## config.mk

```make
export PLATFORM = sky130hd
export DESIGN_NAME = gdf_controller
export DESIGN_NICKNAME = d
export VERILOG_FILES = /design/src/gdf_pkg.sv /design/src/gdf_controller.sv
export SDC_FILE = /design/constraint.sdc
export NUM_CORES = 1
export LEC_CHECK = 0
export BUFFER_PORTS_ARGS = -buffer_cell sky130_fd_sc_hd__buf_2
export CORE_AREA = 2 2 39 41
export CTS_CLUSTER_SIZE = 14
export DETAILED_ROUTE_END_ITERATION = 10
export DIE_AREA = 0 0 41 43
export PLACE_DENSITY = 0.33
export SLEW_MARGIN = 30
export SYNTH_ARGS = -nofsm -noshare
export SYNTH_HDL_FRONTEND = slang
export SYNTH_SLANG_ARGS = --single-unit
```

## constraint.sdc

```tcl
create_clock -name clk_i -period 2.3 [get_ports clk_i]
set_input_delay 0.23 -clock clk_i [delete_from_list [all_inputs] [get_ports clk_i]]
set_output_delay 0.23 -clock clk_i [all_outputs]
set_load 0.03 [all_outputs]
```

## src/gdf_pkg.sv

```systemverilog
// ----------------------------------------------------------------------------
// gdf_pkg
// Shared types and constants of the gossip duplicate filter: transaction
// payloads, command and verdict codes, controller states and the
// controller-to-datapath command and status groups.
// ----------------------------------------------------------------------------
package gdf_pkg;

  localparam int unsigned SeenDepth = 1024;
  localparam int unsigned IdxW      = $clog2(SeenDepth);
  localparam int unsigned CntW      = $clog2(SeenDepth + 1);

  localparam int unsigned SigBytes     = 4627;
  localparam int unsigned HeaderBytes  = 256;
  localparam int unsigned RecordLimit  = 16384;
  localparam int unsigned PayloadLimit = RecordLimit - SigBytes - HeaderBytes;

  // command codes
  localparam logic [1:0] CmdReceive   = 2'd0;
  localparam logic [1:0] CmdOriginate = 2'd1;
  localparam logic [1:0] CmdSweep     = 2'd2;

  // verdict codes
  localparam logic [2:0] VerdictForward    = 3'd0;
  localparam logic [2:0] VerdictLastHop    = 3'd1;
  localparam logic [2:0] VerdictDuplicate  = 3'd2;
  localparam logic [2:0] VerdictExpired    = 3'd3;
  localparam logic [2:0] VerdictOriginated = 3'd4;
  localparam logic [2:0] VerdictTooLarge   = 3'd5;
  localparam logic [2:0] VerdictSwept      = 3'd6;

  typedef struct packed {
    logic [1:0]  command;
    logic [63:0] id_high;
    logic [63:0] id_low;
    logic [63:0] stamp;
    logic [7:0]  ttl_in;
    logic [7:0]  hops_in;
    logic [15:0] payload_length;
    logic [63:0] max_age;
  } in_t;

  typedef struct packed {
    logic [2:0]  verdict;
    logic [7:0]  ttl_out;
    logic [7:0]  hops_out;
    logic        recorded;
    logic [10:0] entries;
  } out_t;

  typedef struct packed {
    logic [63:0] id_high;
    logic [63:0] id_low;
    logic [63:0] stamp;
  } entry_t;

  typedef enum logic [1:0] {
    StIdle,
    StDecode,
    StScan,
    StFinish
  } state_e;

  // controller to datapath
  typedef struct packed {
    logic load;        // capture the input transaction
    logic scan_start;  // reset the scan pointers
    logic scan;        // walk the table one entry a cycle
    logic finish;      // commit the item and load the result register
  } ctrl_t;

  // datapath to controller
  typedef struct packed {
    logic [1:0] command;
    logic       scan_done;
  } status_t;

endpackage

```

## src/gdf_controller.sv

```systemverilog
// ----------------------------------------------------------------------------
// gdf_controller
// Sequencer of the filter: takes one transaction, runs the table scan when
// the command needs one, and hands the result to the output register.
// ----------------------------------------------------------------------------
module gdf_controller (
  input  logic             clk_i,
  input  logic             rst_ni,
  input  logic             in_valid_i,
  output logic             in_ready_o,
  output logic             out_valid_o,
  input  logic             out_ready_i,
  input  gdf_pkg::status_t status_i,
  output gdf_pkg::ctrl_t   ctrl_o
);

  gdf_pkg::state_e state_q, state_d;
  logic            out_valid_q, out_valid_d;

  always_ff @(posedge clk_i or negedge rst_ni) begin
    if (!rst_ni) begin
      state_q     <= gdf_pkg::StIdle;
      out_valid_q <= 1'b0;
    end else begin
      state_q     <= state_d;
      out_valid_q <= out_valid_d;
    end
  end

  always_comb begin
    state_d    = state_q;
    ctrl_o     = '0;
    in_ready_o = 1'b0;

    unique case (state_q)
      gdf_pkg::StIdle: begin
        in_ready_o = 1'b1;
        if (in_valid_i) begin
          ctrl_o.load = 1'b1;
          state_d     = gdf_pkg::StDecode;
        end
      end
      gdf_pkg::StDecode: begin
        unique case (status_i.command)
          gdf_pkg::CmdReceive, gdf_pkg::CmdSweep: begin
            ctrl_o.scan_start = 1'b1;
            state_d           = gdf_pkg::StScan;
          end
          gdf_pkg::CmdOriginate: begin
            state_d = gdf_pkg::StFinish;
          end
          default: begin
            // unknown command: dropped without a result
            state_d = gdf_pkg::StIdle;
          end
        endcase
      end
      gdf_pkg::StScan: begin
        ctrl_o.scan = 1'b1;
        if (status_i.scan_done) begin
          state_d = gdf_pkg::StFinish;
        end
      end
      gdf_pkg::StFinish: begin
        // wait until the result register is free
        if (!out_valid_q || out_ready_i) begin
          ctrl_o.finish = 1'b1;
          state_d       = gdf_pkg::StIdle;
        end
      end
      default: begin
        state_d = gdf_pkg::StIdle;
      end
    endcase

    if (ctrl_o.finish) begin
      out_valid_d = 1'b1;
    end else if (out_ready_i) begin
      out_valid_d = 1'b0;
    end else begin
      out_valid_d = out_valid_q;
    end
  end

  assign out_valid_o = out_valid_q;

endmodule

```

Yosys cells after proc, flatten, opt, wreduce, memory -nomap -nowiden
Index checks and enable logic that the tools add are counted.
{"block": "op_classes", "n_eq_ne": 8, "muxes": 15, "n_reduce_logical": 7}
{"op": "2-to-1 mux 1 bit", "n": 10}
{"op": "case mux 2 bit (4 select lines)", "n": 1}
{"op": "== test 2 bit (second input constant)", "n": 3}
{"op": "2-to-1 mux 2 bit", "n": 3}
{"op": "inequality test 2 bit (second input constant)", "n": 3}
{"op": "== test 2 x 1 -> 1 bit (second input constant)", "n": 2}
{"op": "zero test 2 bit", "n": 2}
{"op": "case mux 2 bit (2 select lines)", "n": 1}
{"op": "AND reduction 3 bit", "n": 1}
{"op": "nonzero test 2 bit", "n": 1}
{"op": "OR reduction 2 bit", "n": 1}
{"op": "zero test 1 bit", "n": 1}
{"op": "logical OR 1 bit", "n": 1}
{"block": "totals", "wordCells": 32, "output_inout_bits": 6, "in_bits": 7, "reg_bits": 3}

Logic depth before layout (Yosys ltp)
Gate-level depths: netlist (run 1).
{"block": "logic_depth", "word_depth": 5, "mapped_depth": 3, "mapped_depth_nobuf": 2}

Worst setup path after synthesis (run 1)
OpenSTA, ideal clock, no wires.
{"block": "synth_timing", "path_type": "register to output", "startpoint": "register with a tool-made name", "endpoint": "output port ctrl_o[3] in the netlist's numbering", "path_stages_with_launch": 3, "setup_slack_ns": 0.818, "arrival_time_ns": 1.252, "required_time_ns": 2.070, "cell_sequence": "dfrtp_1 -> nor2_1 -> and2_1"}
{"element": "to (decl)", "line_no": "gdf_controller.sv:14", "rtl": "output gdf_pkg::ctrl_t ctrl_o"}

==> PnR_summary.wiki, run 1 <==
{| class="wikitable"
! Metric !! Value
|-
| Largest net degree at the start of global routing || 7
|-
| Number of cells produced by synthesis || 16
|-
| Detail-routed via count per cell || 3.46
|-
| Post-synth design cell area || 179 µm²
|-
| Height of the die || 43 µm
|-
| Count of nets after finishing || 40
|-
| Setup TNS || 0 ps
|-
| TritonCTS clock tree || yes
|-
| Critical path fanouts, max || 6
|-
| CTS Root Buffer Type || sky130_fd_sc_hd__clkbuf_4
|-
| Number of core rows || 14
|-
| Post-synth top area cell || sky130_fd_sc_hd__dfrtp_1
|-
| Share of the core filled with cells || 0.208
|-
| Worst-margin pin slew || 204 ps
|-
| Total overflow reported by the global router || 0
|-
| Synth-to-Final Area Change || 60.8%
|-
| Final ANT Viol Nets || 0
|-
| Clock tree sinks || 3
|-
| Ys Warns || 0
|-
| Number of failing hold endpoints at the final stage || 0
|-
| # IOs || 13
|-
| Nature of the critical path endpoint || output pin
|-
| Number of buffers inserted to repair setup after CTS || 0
|-
| Starting utilization of the core area || 0.129
|-
| Number of synthesized register bits || 3
|-
| Number of global-route vias before repair || 181
|-
| Pwr Density || 1490 nW/µm²
|-
| Final routed wire length divided by cell count || 8.08 µm
|-
| PortBufs || 12
|-
| Buffer depth of the longest clock path || 2
|-
| Source-to-sink clock delay at the later pin of the worst-skew pair || 230 ps
|-
| Area share of the largest cell type after synthesis || 0.420
|-
| Global-route met3 utilization || 0.0157
|-
| Leakage power || 0.145 nW
|-
| Met1 track demand over resource || 0.0422
|-
| Horizontal die dimension || 41 µm
|-
| Top library cells by usage in the layout, fill and taps aside || 12 x sky130_fd_sc_hd__buf_2, 3 x sky130_fd_sc_hd__dfrtp_1, 3 x sky130_fd_sc_hd__clkbuf_4
|-
| Global routing usage on met2 || 0.0844
|-
| Mean cell area of the mapped netlist || 11.2 µm²
|-
| Type of the worst setup path || flop to output pin
|-
| Final RePlAce weighted congestion || 0.624
|-
| Normalized max-slew margin || 0.864
|-
| Commonest non-fill, non-tap cell in the layout || sky130_fd_sc_hd__buf_2
|-
| Sequential cell area || 75.1 µm²
|-
| Global route hottest layer || met4
|-
| Unrepaired setup endpoints after global routing || false
|-
| Highest attainable clock frequency || 0.744 GHz
|-
| Global-route usage over all layers || 0.0614
|-
| Worst vdd ir || 0.182 mV
|-
| Min Clock Period, post-route || 1340 ps
|-
| DR iter-0 viols || 1
|-
| Post-route design area || 288 µm²
|-
| Net count of the mapped netlist || 23
|-
| Critical Path RT || 2070 ps
|-
| Placed Instance Area || 251 µm²
|-
| Placeable core region || 1380 µm²
|-
| Drt total wl || 388 µm
|-
| Worst min-delay path class || input pin to flop
|-
| Hold buffer count at cts || 1
|-
| Count of pins over their slew limit || 0
|-
| Clock edge transition at the registers on the reported setup and hold paths || 40 ps
|-
| Vias || 166
|-
| Distinct cells, synth || 12
|-
| CTS Buf Count || 3
|-
| Antenna diode count || 0
|-
| Seq/Total Area, Yosys || 0.420
|-
| Initial antenna violation count || 0
|-
| Minimum setup slack among reg-to-reg paths || 1220 ps
|-
| Smallest hold slack || 312 ps
|-
| Detailed-routing iteration count for the pre-antenna-repair pass || 2
|-
| Count of H-tree levels built during CTS || 1
|-
| Startpoint kind of the worst setup timing path || flop
|-
| Area of the die || 1760 µm²
|-
| Setup Viol. Count Final || 0
|-
| Number of max-cap violations || 0
|-
| Dpl hpwl || 317 µm
|-
| Leading cell types by total area after synthesis || sky130_fd_sc_hd__dfrtp_1 42%, sky130_fd_sc_hd__mux4_2 13%, sky130_fd_sc_hd__nor2b_4 7.7%
|-
| Final period utilization || 0.585
|-
| Fraction of layout instances using a drive strength above 1 || 0.531
|-
| Cells resized by post-CTS repair || 0
|-
| Area of the multi-input gates || 96.3 µm²
|-
| Maximum clock skew at final layout || 0.465 ps
|-
| Fill cell total of the finished layout || 162
|-
| WP data arrival || 1110 ps
|-
| Remaining DRCs || 0
|-
| Outcome || complete, no violations
|-
| Wire length of the first global-routing pass || 607 µm
|}
==> logic make-up (layout without fill, tap and decap cells) <==
family,after synthesis,in the layout,share of synthesized area
and+or+nand+nor,9,9,0.322
buffers and inverters,1,17,0.0420
DFF,3,3,0.420
muxes,1,1,0.126
AOI/OAI and AO/OA,2,2,0.0909
==> critical path: stages (launching register included) <==
cell and delay, ps:
sky130_fd_sc_hd__dfrtp_1 430, sky130_fd_sc_hd__nor2_1 140, sky130_fd_sc_hd__and2_1 130, sky130_fd_sc_hd__buf_2 180
==> metrics by stage <==
step                      setup slack (ps)  std cells  power (mW)
after floorplan                        818         16       0.289
after global routing                   857         48       0.465
final                                  955         48       0.428
after CTS                              925         48       0.439
after detailed placement              1180         43       0.342
after global placement                1190         43       0.342
==> layout make-up <==
type	instances	area share
timing repair buffer	13	0.243
multi-input combinational	12	0.335
sequential	3	0.261
clock buffer	4	0.0913
tap	16	0.0696
==> path summary, 6_finish.rpt <==
| path | endpoint | depth (start not counted) | start |
|---|---|---|---|
| max | ctrl_o[3] | 3 | flop |
| min | out_valid_o | 3 | out_ready_i |
| max reg2reg | state_q[0] | 1 | flop |
| min reg2reg | flop | 1 | flop |
| max in group asynchronous | state_q[0] | 2 | rst_ni |
| min in group asynchronous | out_valid_o | 2 | rst_ni |
==> where the power goes <==
group	internal (mW)	total [mW]	switching (mW)	leakage [nW]
combinational	0.0900	0.225	0.135	0.0937
sequential	0.0796	0.111	0.0316	0.0359
clock	0.0650	0.0914	0.0264	0.0150
total	0.235	0.428	0.193	0.145
==> synthesized netlist by cell type <==
cell type                  count
sky130_fd_sc_hd__dfrtp_1       3
sky130_fd_sc_hd__nor2_1        2
sky130_fd_sc_hd__nor2b_1       2
sky130_fd_sc_hd__a21boi_0      1
sky130_fd_sc_hd__and2_1        1
sky130_fd_sc_hd__buf_4         1
sky130_fd_sc_hd__mux4_2        1
sky130_fd_sc_hd__nand2_1       1
sky130_fd_sc_hd__nand2b_1      1
sky130_fd_sc_hd__nor2b_4       1
sky130_fd_sc_hd__nor3b_1       1
sky130_fd_sc_hd__o22a_1        1
==> metal layers <==
metal  vias up  wire length [µm]  part of all wire
met5         -                 0                 0
li1         85                 -                 -
met2         2               269              0.69
met4         0                 0                 0
met3         0                 9             0.023
met1        79               109              0.28
Power figures use the tool's default switching activity.
==> run 2: changes to the inputs <==
==> constraint.sdc (replaced) <==
create_clock -name clk_i -period 1.4 [get_ports clk_i]
set_input_delay 0.14 -clock clk_i [delete_from_list [all_inputs] [get_ports clk_i]]
set_output_delay 0.14 -clock clk_i [all_outputs]
set_load 0.03 [all_outputs]
==> run 2 against run 1 <==
  * Sequential share of layout area is the same
  * Final cell count is the same
  * Worst setup slack lost 810 ps
  * Total power grew 63%
  * Flip-flop and latch count is the same
  * First-iteration DRC count shrank 100%
  * Register-to-register slack lost 900 ps
  * Via count grew 3.0%
  * Clock power grew 60%
  * Critical endpoint unchanged
==> PnR_summary.wiki, run 2 (synthesis gave the netlist of run 1 again) <==
{| class="wikitable"
! Metric !! Value
|-
| Clock edge transition at the registers on the reported setup and hold paths || 30 ps
|-
| Number of failing hold endpoints at the final stage || 0
|-
| Final ANT Viol Nets || 0
|-
| Power dissipated by switching net loads || 0.313 mW
|-
| Antenna diode count || 0
|-
| Pwr Density || 2430 nW/µm²
|-
| Worst-path cell with the longest stage delay || sky130_fd_sc_hd__dfrtp_1
|-
| Detail-routed via count per cell || 3.56
|-
| Setup WS pre-CTS || 310 ps
|-
| Global-route usage over all layers || 0.0534
|-
| Internal power || 0.385 mW
|-
| Number of core rows || 14
|-
| CTS Buf Count || 3
|-
| Highest attainable clock frequency || 0.796 GHz
|-
| Worst-margin pin slew || 192 ps
|-
| # IOs || 13
|-
| Initial antenna violation count || 0
|-
| Smallest hold slack || 225 ps
|-
| Critical register-to-register path endpoint || state_q[0]
|-
| TritonCTS clock tree || yes
|-
| Critical Path RT || 1260 ps
|-
| PortBufs || 12
|-
| Leakage power || 0.145 nW
|-
| Wire length of the first global-routing pass || 565 µm
|-
| Starting utilization of the core area || 0.129
|-
| Worst setup path endpoint || ctrl_o[3]
|-
| Normalized max-slew margin || 0.872
|-
| Final period utilization || 0.897
|-
| Worst vdd ir || 0.335 mV
|-
| Buffer depth of the longest clock path || 2
|-
| Drt total wl || 365 µm
|-
| Switching share of power || 0.448
|-
| Startpoint kind of the worst setup timing path || flop
|-
| Number of global-route vias before repair || 164
|-
| Horizontal die dimension || 41 µm
|-
| Count of H-tree levels built during CTS || 1
|-
| Total power consumption of the routed design || 0.698 mW
|-
| Setup TNS || 0 ps
|-
| Min Clock Period, post-route || 1260 ps
|-
| Number of max-cap violations || 0
|-
| Dpl hpwl || 320 µm
|-
| Area of the die || 1760 µm²
|-
| Setup Viol. Count Final || 0
|-
| Top library cells by usage in the layout, fill and taps aside || 12 x sky130_fd_sc_hd__buf_2, 3 x sky130_fd_sc_hd__dfrtp_1, 3 x sky130_fd_sc_hd__clkbuf_4
|-
| DR iter-0 viols || 0
|-
| Maximum clock skew at final layout || 2.28 ps
|-
| Minimum setup slack among reg-to-reg paths || 320 ps
|-
| Fraction of layout instances using a drive strength above 1 || 0.531
|-
| Remaining DRCs || 0
|-
| Unrepaired setup endpoints after global routing || false
|-
| Commonest non-fill, non-tap cell in the layout || sky130_fd_sc_hd__buf_2
|-
| Type of the worst setup path || flop to output pin
|-
| Clock tree sinks || 3
|-
| Worst Reg-to-Reg Cells || 1
|-
| Detailed-routing iteration count for the pre-antenna-repair pass || 1
|-
| Relative contribution of sequential cells to total power || 0.259
|-
| Synth-to-Final Area Change || 60.8%
|-
| Placeable core region || 1380 µm²
|-
| Sequential cell area || 75.1 µm²
|-
| Placed cell count || 43
|-
| Post-layout instance count excluding filler cells || 48
|-
| Final routed wire length divided by cell count || 7.60 µm
|-
| Total overflow reported by the global router || 0
|-
| Final RePlAce weighted congestion || 0.674
|-
| WP data arrival || 1120 ps
|-
| Cells resized by post-CTS repair || 0
|-
| CTS Root Buffer Type || sky130_fd_sc_hd__clkbuf_4
|-
| Nature of the critical path endpoint || output pin
|-
| Critical path fanouts, max || 6
|-
| Count of nets after finishing || 40
|-
| Largest net degree at the start of global routing || 7
|-
| Fill cell total of the finished layout || 165
|-
| Area of the multi-input gates || 96.3 µm²
|-
| Height of the die || 43 µm
|-
| Source-to-sink clock delay at the later pin of the worst-skew pair || 230 ps
|-
| Combinational cell fraction of total power || 0.531
|-
| Outcome || complete, no violations
|-
| Clock power share || 0.209
|-
| Worst min-delay path class || input pin to flop
|-
| Count of pins over their slew limit || 0
|-
| List of cells traversed by the critical path || nor2_1 -> and2_1 -> buf_2
|-
| Vias || 171
|-
| Post-route worst setup slack || 144 ps
|-
| Crit-path max cell delay || 430 ps
|}
==> run 2: cell counts in the layout (fill, tap and decap cells not counted) <==
Identical to the previous run, type by type.
==> run 2: how the worst min path moves through the flow <==
stage	from	depth (start not counted)	to	slack [ps]
global route	out_ready_i	3	out_valid_o	230
floorplan	rst_ni	0	async pin	-160
CTS	out_ready_i	3	out_valid_o	220
finish	out_ready_i	3	out_valid_o	220
global placement	rst_ni	1	out_valid_o	-60
detailed placement	rst_ni	1	async pin	-60
==> run 2: area by class of cell <==
type | instances | area share
Sequential cell | 3 | 0.261
Timing Repair Buffer | 13 | 0.243
Tap cell | 16 | 0.0696
Clock buffer | 4 | 0.0913
Multi-Input combinational cell | 12 | 0.335
==> run 2: power by group through the flow <==
stage,clock [mW],sequential [mW],combinational (mW)
final,0.146,0.181,0.371
after global placement,0,0.180,0.377
after CTS,0.155,0.183,0.378
after global routing,0.164,0.193,0.397
after detailed placement,0,0.185,0.374
after floorplan,0,0.201,0.273
==> run 2: routing by layer <==
layer  global-route usage  share of wire  routed length (µm)
met1               0.0422           0.29                 106
met2               0.0781           0.67                 245
met3               0.0157          0.036                  13
met4               0.0800              0                   0
met5                    0              0                   0
==> run 2: worst max-delay path: cells and delay by family (launching register included) <==
family	cells	cell delay, ps
flip-flops	1	430
AND/OR/NAND/NOR	2	280
buffers and inverters	1	190
==> run 2: what timing repair did <==
item | 4_1_cts | 5_1_grt
hold buffers | 1 | 0
buffers inserted | 0 | 0
hold endpoints to repair | 3 | 0
==> run 2: stage by stage <==
| step | util | instance area [µm²] |
|---|---|---|
| final | 0.208 | 288 |
| after global routing | 0.208 | 288 |
| after global placement | 0.182 | 251 |
| after floorplan | - | 179 |
| after CTS | 0.208 | 288 |
| after detailed placement | 0.182 | 251 |
